==> src/rtl/bpc_pkg.sv <==
// ----------------------------------------------------------------------------
// bpc_pkg
// shared constants and types of the bitmap to page byte block
// ----------------------------------------------------------------------------
package bpc_pkg;

  localparam int MAX_COLUMNS_DEF = 256;
  localparam int MAX_PAGES_DEF   = 16;

  localparam int CFG_IDX_W  = 8;
  localparam int CFG_DATA_W = 9;
  localparam int OUT_DATA_W = 24;

  localparam logic [CFG_IDX_W-1:0] REG_PAGE_COUNT   = 8'd0;
  localparam logic [CFG_IDX_W-1:0] REG_COLUMN_COUNT = 8'd1;

  localparam logic [4:0] PAGE_COUNT_RST   = 5'd8;
  localparam logic [8:0] COLUMN_COUNT_RST = 9'd128;

  localparam logic [2:0] ROW_FIRST = 3'd0;
  localparam logic [2:0] ROW_LAST  = 3'd7;

  typedef logic [6:0] strip_t;

endpackage

==> src/rtl/bpc_pos.sv <==
// ----------------------------------------------------------------------------
// bpc_pos
// pixel position tracker: column, row within page and page counters
// ----------------------------------------------------------------------------
module bpc_pos #(
  parameter int MAX_COLUMNS = bpc_pkg::MAX_COLUMNS_DEF,
  parameter int MAX_PAGES   = bpc_pkg::MAX_PAGES_DEF,
  localparam int COL_W  = $clog2(MAX_COLUMNS),
  localparam int PAGE_W = (MAX_PAGES > 1) ? $clog2(MAX_PAGES) : 1
) (
  input  logic              clk,
  input  logic              rst,
  input  logic              restart,
  input  logic              advance,
  input  logic [4:0]        page_count,
  input  logic [8:0]        column_count,
  output logic [COL_W-1:0]  col,
  output logic [2:0]        row,
  output logic [PAGE_W-1:0] page,
  output logic              frame_last
);
  import bpc_pkg::*;

  localparam int CW = COL_W + 1;
  localparam int PW = PAGE_W + 1;

  logic [CW-1:0] eff_cols;
  logic [PW-1:0] eff_pages;
  logic          col_last;
  logic          page_last;

  always_comb begin
    if (column_count == 9'd0) begin
      eff_cols = CW'(1);
    end else if (32'(column_count) > MAX_COLUMNS) begin
      eff_cols = CW'(MAX_COLUMNS);
    end else begin
      eff_cols = CW'(column_count);
    end
    if (page_count == 5'd0) begin
      eff_pages = PW'(1);
    end else if (32'(page_count) > MAX_PAGES) begin
      eff_pages = PW'(MAX_PAGES);
    end else begin
      eff_pages = PW'(page_count);
    end
  end

  assign col_last   = (CW'(col) + CW'(1)) >= eff_cols;
  assign page_last  = (PW'(page) + PW'(1)) >= eff_pages;
  assign frame_last = col_last && page_last;

  always_ff @(posedge clk) begin
    if (rst || restart) begin
      col  <= '0;
      row  <= ROW_FIRST;
      page <= '0;
    end else if (advance) begin
      if (col_last) begin
        col <= '0;
        if (row == ROW_LAST) begin
          row  <= ROW_FIRST;
          page <= page_last ? '0 : page + PAGE_W'(1);
        end else begin
          row <= row + 3'd1;
        end
      end else begin
        col <= col + COL_W'(1);
      end
    end
  end

endmodule

==> src/rtl/bpc_strip.sv <==
// ----------------------------------------------------------------------------
// bpc_strip
// column strip store with read-modify-write stage and output register
// ----------------------------------------------------------------------------
module bpc_strip #(
  parameter int MAX_COLUMNS = bpc_pkg::MAX_COLUMNS_DEF,
  parameter int MAX_PAGES   = bpc_pkg::MAX_PAGES_DEF,
  localparam int COL_W  = $clog2(MAX_COLUMNS),
  localparam int PAGE_W = (MAX_PAGES > 1) ? $clog2(MAX_PAGES) : 1
) (
  input  logic                            clk,
  input  logic                            rst,
  input  logic                            in_valid,
  output logic                            in_ready,
  input  logic                            pixel,
  input  logic [COL_W-1:0]                col,
  input  logic [2:0]                      row,
  input  logic [PAGE_W-1:0]               page,
  input  logic                            frame_last,
  output logic                            out_valid,
  input  logic                            out_ready,
  output logic [bpc_pkg::OUT_DATA_W-1:0]  out_data,
  output logic                            out_last
);
  import bpc_pkg::*;

  strip_t mem [MAX_COLUMNS];

  logic              s1_valid;
  logic              s1_pix;
  logic [COL_W-1:0]  s1_col;
  logic [2:0]        s1_row;
  logic [PAGE_W-1:0] s1_page;
  logic              s1_last;
  strip_t            rdata;
  logic              fwd_hit;
  strip_t            fwd_data;

  strip_t base;
  strip_t new_entry;
  logic   is_emit;
  logic   retire;
  logic   wr_en;
  logic   accept;

  assign is_emit   = (s1_row == ROW_LAST);
  assign base      = (s1_row == ROW_FIRST) ? '0 : (fwd_hit ? fwd_data : rdata);
  assign new_entry = (base & ~(strip_t'(1) << s1_row)) | (strip_t'(s1_pix) << s1_row);
  assign retire    = s1_valid && (!is_emit || !out_valid || out_ready);
  assign wr_en     = retire && !is_emit;
  assign in_ready  = !s1_valid || retire;
  assign accept    = in_valid && in_ready;

  // strip store, read before write
  always_ff @(posedge clk) begin
    if (wr_en) begin
      mem[s1_col] <= new_entry;
    end
    if (accept) begin
      rdata <= mem[col];
    end
  end

  always_ff @(posedge clk) begin
    if (rst) begin
      s1_valid <= 1'b0;
      fwd_hit  <= 1'b0;
    end else begin
      if (accept) begin
        s1_valid <= 1'b1;
        // same column written on this edge: read data is stale
        fwd_hit  <= wr_en && (s1_col == col);
      end else if (retire) begin
        s1_valid <= 1'b0;
      end
    end
  end

  always_ff @(posedge clk) begin
    if (accept) begin
      s1_pix   <= pixel;
      s1_col   <= col;
      s1_row   <= row;
      s1_page  <= page;
      s1_last  <= frame_last;
      fwd_data <= new_entry;
    end
  end

  always_ff @(posedge clk) begin
    if (rst) begin
      out_valid <= 1'b0;
    end else if (retire && is_emit) begin
      out_valid <= 1'b1;
    end else if (out_ready) begin
      out_valid <= 1'b0;
    end
  end

  always_ff @(posedge clk) begin
    if (retire && is_emit) begin
      out_data <= {4'b0000, 8'(s1_col), 4'(s1_page), s1_pix, base};
      out_last <= s1_last;
    end
  end

endmodule

==> src/rtl/bitmap_to_page_column_bytes.sv <==
// ----------------------------------------------------------------------------
// bitmap_to_page_column_bytes
// repacks a row-major one-bit pixel stream into vertical page column bytes
// ----------------------------------------------------------------------------
// Takes one pixel per clock, sustained, with back-pressure only from the
// output side. Each pixel goes through a single read-modify-write of its
// column entry in the strip store (one read and one write port, with a
// bypass for back-to-back beats on the same column); pixels of row 7 leave
// as a byte via the s1 and output registers. A count register write restarts
// the frame at page 0, row 0, column 0. The store needs no clearing
// after reset: each entry is rewritten on row 0 of every page before use.
module bitmap_to_page_column_bytes #(
  parameter int MAX_COLUMNS = bpc_pkg::MAX_COLUMNS_DEF,
  parameter int MAX_PAGES   = bpc_pkg::MAX_PAGES_DEF
) (
  input  logic                            clk,
  input  logic                            rst,
  input  logic                            s_axis_tvalid,
  output logic                            s_axis_tready,
  input  logic [7:0]                      s_axis_tdata,   // [0] pixel, [7:1] zero
  output logic                            m_axis_tvalid,
  input  logic                            m_axis_tready,
  // [7:0] column_byte, [11:8] page_index, [19:12] column_index, [23:20] zero
  output logic [bpc_pkg::OUT_DATA_W-1:0]  m_axis_tdata,
  output logic                            m_axis_tlast,   // frame_end
  input  logic                            cfg_valid,
  output logic                            cfg_ready,
  input  logic [bpc_pkg::CFG_IDX_W-1:0]   cfg_index,
  input  logic [bpc_pkg::CFG_DATA_W-1:0]  cfg_data
);
  import bpc_pkg::*;

  localparam int COL_W  = $clog2(MAX_COLUMNS);
  localparam int PAGE_W = (MAX_PAGES > 1) ? $clog2(MAX_PAGES) : 1;

  logic [4:0]        page_count;
  logic [8:0]        column_count;
  logic              cfg_write;
  logic              restart;
  logic              accept;
  logic [COL_W-1:0]  col;
  logic [2:0]        row;
  logic [PAGE_W-1:0] page;
  logic              frame_last;

  assign cfg_ready = 1'b1;
  assign cfg_write = cfg_valid && cfg_ready;
  assign restart   = cfg_write &&
                     ((cfg_index == REG_PAGE_COUNT) || (cfg_index == REG_COLUMN_COUNT));
  assign accept    = s_axis_tvalid && s_axis_tready;

  always_ff @(posedge clk) begin
    if (rst) begin
      page_count   <= PAGE_COUNT_RST;
      column_count <= COLUMN_COUNT_RST;
    end else if (cfg_write) begin
      unique case (cfg_index)
        REG_PAGE_COUNT:   page_count   <= cfg_data[4:0];
        REG_COLUMN_COUNT: column_count <= cfg_data;
        default: ;
      endcase
    end
  end

  bpc_pos #(
    .MAX_COLUMNS (MAX_COLUMNS),
    .MAX_PAGES   (MAX_PAGES)
  ) u_pos (
    .clk          (clk),
    .rst          (rst),
    .restart      (restart),
    .advance      (accept),
    .page_count   (page_count),
    .column_count (column_count),
    .col          (col),
    .row          (row),
    .page         (page),
    .frame_last   (frame_last)
  );

  bpc_strip #(
    .MAX_COLUMNS (MAX_COLUMNS),
    .MAX_PAGES   (MAX_PAGES)
  ) u_strip (
    .clk        (clk),
    .rst        (rst),
    .in_valid   (s_axis_tvalid),
    .in_ready   (s_axis_tready),
    .pixel      (s_axis_tdata[0]),
    .col        (col),
    .row        (row),
    .page       (page),
    .frame_last (frame_last),
    .out_valid  (m_axis_tvalid),
    .out_ready  (m_axis_tready),
    .out_data   (m_axis_tdata),
    .out_last   (m_axis_tlast)
  );

endmodule

==> config.mk <==
export PLATFORM = sky130hd
export DESIGN_NAME = bitmap_to_page_column_bytes
export DESIGN_NICKNAME = d
export VERILOG_FILES = /design/src/rtl/bpc_pkg.sv /design/src/rtl/bpc_pos.sv /design/src/rtl/bpc_strip.sv /design/src/rtl/bitmap_to_page_column_bytes.sv
export SDC_FILE = /design/constraint.sdc
export NUM_CORES = 2
export LEC_CHECK = 0
export BUFFER_PORTS_ARGS = -buffer_cell sky130_fd_sc_hd__buf_2
export CAP_MARGIN = 20
export CORE_MARGIN = 2
export CORE_UTILIZATION = 45
export CTS_CLUSTER_DIAMETER = 150
export DETAILED_ROUTE_END_ITERATION = 12
export PLACE_DENSITY = 0.56
export SETUP_SLACK_MARGIN = 0.15
export SYNTH_ARGS = -nofsm -noshare
export SYNTH_HDL_FRONTEND = slang
export SYNTH_SLANG_ARGS = --single-unit
==> constraint.sdc <==
create_clock -name clk -period 35.6 [get_ports clk]
set_clock_uncertainty 0.2 [all_clocks]
set_input_delay 1.78 -clock clk [delete_from_list [all_inputs] [get_ports clk]]
set_output_delay 1.78 -clock clk [all_outputs]
set_load 0.1 [all_outputs]
==> metrics.yaml <==
floorplan:
  core-area_sq_um: 163000
  dieHeight_um: 409
  die_x_um: 409
  die-area_sq_um: 167000
  start_util: 0.453
  num_rows: 148
  ioPinCount: 58
setup_path:
  cp.buffers_inverters: 3
  critical-path-top-delay-family: "buffers and inverters"
  cp_num_cells: 10
  cp_data_required_time_ps: 35950
  endpoint_kind: "register"
  path_cells: "buf_12 -> buf_4 -> buf_4 -> mux4_2 -> mux4_2 -> nor2_1 -> a211oi_1 -> a211oi_1 -> a311oi_1 -> a31o_1"
  crit_start: "u_pos.col[0]$_SDFFE_PP0P_"
  arrival_ps: 6510
  worstSetupPathType: "reg2reg"
  worst_r2r_startpoint: "u_pos.col[0]$_SDFFE_PP0P_"
  crit_path_top_delay_cell: "dfxtp_4"
  rr_worst_depth: 10
  crit_path_start_kind: "register"
  critPathMaxFanout: 87
  max_stage_delay_ps: 860
synth:
  synth_ff_type: "edfxtp_1"
  synth-seq-area-share: 0.759
  avgSynthCellArea_sq_um: 20.4
  synth_edf_count: 1844
  netlist_area_sq_um: 73800
  yosysWarningCount: 0
  synth-async-reset-ratio: 0
  synth_cell_type_count: 74
  synth.ff_latch_count: 1876
  syn_inst: 3623
place:
  numPortBuffers: 45
  gp_congestion: 0.804
  preCtsSetupSlack_ps: 29520
  dp_hpwl_um: 108000
worst_hold_path:
  worstHoldPathCells: 0
  min_path_type: "reg2reg"
  min-delay-start: "u_strip.s1_page[1]$_DFFE_PP_"
power_and_ir_drop:
  finalPower_mw: 4.75
  power_frac_clock: 0.421
  pwr-share-seq: 0.519
  switchingPower_mw: 1.03
  power_density_nw_per_um2: 57.6
  power.internal_mw: 3.72
  comb_power_share: 0.060
  ir_drop_uv: 62.8
  p_sw_frac: 0.217
  cellLeakagePower_nw: 25.3
layout:
  drive_gt1_frac: 0.224
  areaGrowthSynthToFinish_pct: 11.8
  n_antenna_cell: 0
  fin_util: 0.507
  final_nets: 3774
timing:
  hold_viol: 0
  whs_ps: 217
  setup_viol: 0
  min_period_ps: 6160
  rsz0062_at_grt: "no"
  finalSetupTns_ps: 0
  setup_ws_ps: 29440
  slew_violations: 0
  layout_worst_path_cycle_share: 0.173
  tightest_slew_ps: 1210
  fmax_mhz: 162
  slew_headroom: 0.192
global_route:
  grt_antenna_before_repair: 7
  grt_max_degree: 233
  grt_pass1_wl_um: 269000
  overflow: 0
  grt_pass1_vias: 36600
  grt_usage: 0.224
detailed_routing:
  post_drt_via_cell_ratio: 5.95
  wl_per_cell_um: 30.8
  drtPass1Iterations: 5
  drt_iter0_markers: 3996
  num_vias: 36100
  drt_wl_total_um: 187000
  ant_nets: 0
  drc_errors: 0
clock_network:
  worstSkewPairLatency_ps: 840
  clockBufferDepth: 3
  path_clk_slew_ps: 60
  cts_buffers: 193
  cts_max_level: 4
  numClockSinks: 1876
  root_buffer: "clkbuf_16"
  cts_setup_buffers: 0
  cts.repair.resized: 0
  hold_buffers: 0
  cts_tree: "built"
outcome:
  status: "complete, no violations"
run:
  max_cap_viol_count: 0
## flip-flops by register name (all words and copies together) (netlist names), 4 cells and up
register          cells
u_strip.s1_col        8
page_count            5
u_strip.s1_page       4
u_pos.page            4
u_pos.col             8
u_strip.fwd_data      7
u_strip.rdata         7
u_strip.out_data     20
column_count          9
u_strip.mem        1792
## layout by cell type, fill, tap and decap left out, types with 16 or more instances in the layout
| master | count |
|---|---|
| bufinv_16 | 20 |
| buf_2 | 45 |
| clkinv_2 | 35 |
| edfxtp_1 | 1844 |
| o21ai_0 | 49 |
| dfxtp_1 | 26 |
| nand3_1 | 29 |
| a22oi_1 | 30 |
| clkbuf_1 | 46 |
| mux2i_1 | 169 |
| a21oi_1 | 62 |
| a221oi_1 | 33 |
| mux4_2 | 429 |
| buf_4 | 73 |
| ha_1 | 18 |
| clkinv_1 | 39 |
| clkbuf_16 | 196 |
| o22ai_1 | 16 |
| nor2_1 | 328 |
| nand2_1 | 115 |
## per-stage QoR
stage | cell area (sq um) | cells
5_1_grt | 82500 | 6057
6_report | 82500 | 6057
3_3_place_gp | 76200 | 5705
4_1_cts | 82500 | 6056
3_5_place_dp | 76200 | 5705
2_1_floorplan | 73800 | 3626
## cell usage after synthesis, types with 5 or more instances
cell type  instances  share of area
nor3_1            11        0.00075
dfxtp_1           32         0.0087
o31ai_1            8        0.00081
buf_8             10         0.0020
mux4_2           429           0.13
buf_1             16        0.00081
xor2_1             7        0.00083
a21o_1             8        0.00081
inv_1             15        0.00076
mux2i_1          170          0.023
and2_1             7        0.00059
mux2_2             6        0.00092
ha_1              18         0.0031
o21ai_0           51         0.0035
nand2b_1           5        0.00042
nand3_1           35         0.0024
buf_4             17         0.0017
clkbuf_1          90         0.0046
nand4_1           12         0.0010
a22oi_1           30         0.0031
nor2_1           329          0.017
a221oi_1          33         0.0039
o211ai_1          11         0.0011
nor2b_1           16         0.0014
a211oi_1          13         0.0013
a41oi_1            5        0.00059
o221ai_1          15         0.0018
a31oi_1            5        0.00042
a21oi_1           62         0.0042
o22ai_1           16         0.0014
edfxtp_1        1844           0.75
nand2_1          124         0.0063
buf_2             53         0.0036
buf_6             30         0.0046
xnor2_1           15         0.0018
## area by class of cell
class / instances / area, sq um
Sequential cell: 1876 / 56000
Clock buffer: 244 / 5100
Timing Repair Buffer: 124 / 893
Tap cell: 2175 / 2720
Fill cell: 13100 / 80300
Multi-Input combinational cell: 1513 / 16500
Inverter: 18 / 70.1
Clock inverter: 107 / 1110
## routing by layer
layer	GRT usage	vias up	share of wire
li1	-	15100	-
met1	0.327	19300	0.43
met2	0.347	1324	0.47
met3	0.0413	271	0.072
met4	0.0620	2	0.026
met5	0	-	0.000070
## worst register-to-register path: stages, from the launching register on
cell,delay (ps)
dfxtp_4,860
buf_12,640
buf_4,780
buf_4,660
mux4_2,630
mux4_2,550
nor2_1,120
a211oi_1,100
a211oi_1,730
a311oi_1,270
a31o_1,340
## final timing paths
path / to / slack (ps)
min: u_strip.out_data[9]$_DFFE_PP_ / 220
max: u_strip.rdata[3]$_DFFE_PP_ / 29440
min reg2reg: u_strip.out_data[9]$_DFFE_PP_ / 220
max reg2reg: u_strip.rdata[3]$_DFFE_PP_ / 29440
## power by group through the flow
stage | clock network, mW | logic (mW) | registers, mW
6_report | 2.00 | 0.286 | 2.47
5_1_grt | 2.12 | 0.305 | 2.46
4_1_cts | 2.03 | 0.291 | 2.47
3_5_place_dp | 0 | 0.291 | 2.51
3_3_place_gp | 0 | 0.288 | 2.51
2_1_floorplan | 0 | 0.199 | 2.53
## cell families (layout without fill, tap and decap cells)
kind of cell | count (synthesis) | count (layout) | share of synthesized area
AO/OA/AOI/OAI | 297 | 297 | 0.0277
multiplexers | 609 | 609 | 0.156
buffers and inverters | 237 | 493 | 0.0191
AND/OR/NAND/NOR | 562 | 562 | 0.0318
XOR/XNOR | 22 | 22 | 0.00261
adder cells (fa/ha/maj) | 18 | 18 | 0.00305
other | 2 | 5 | 0.000102
flip-flops | 1876 | 1876 | 0.759
(Power assumes the default switching activity.)
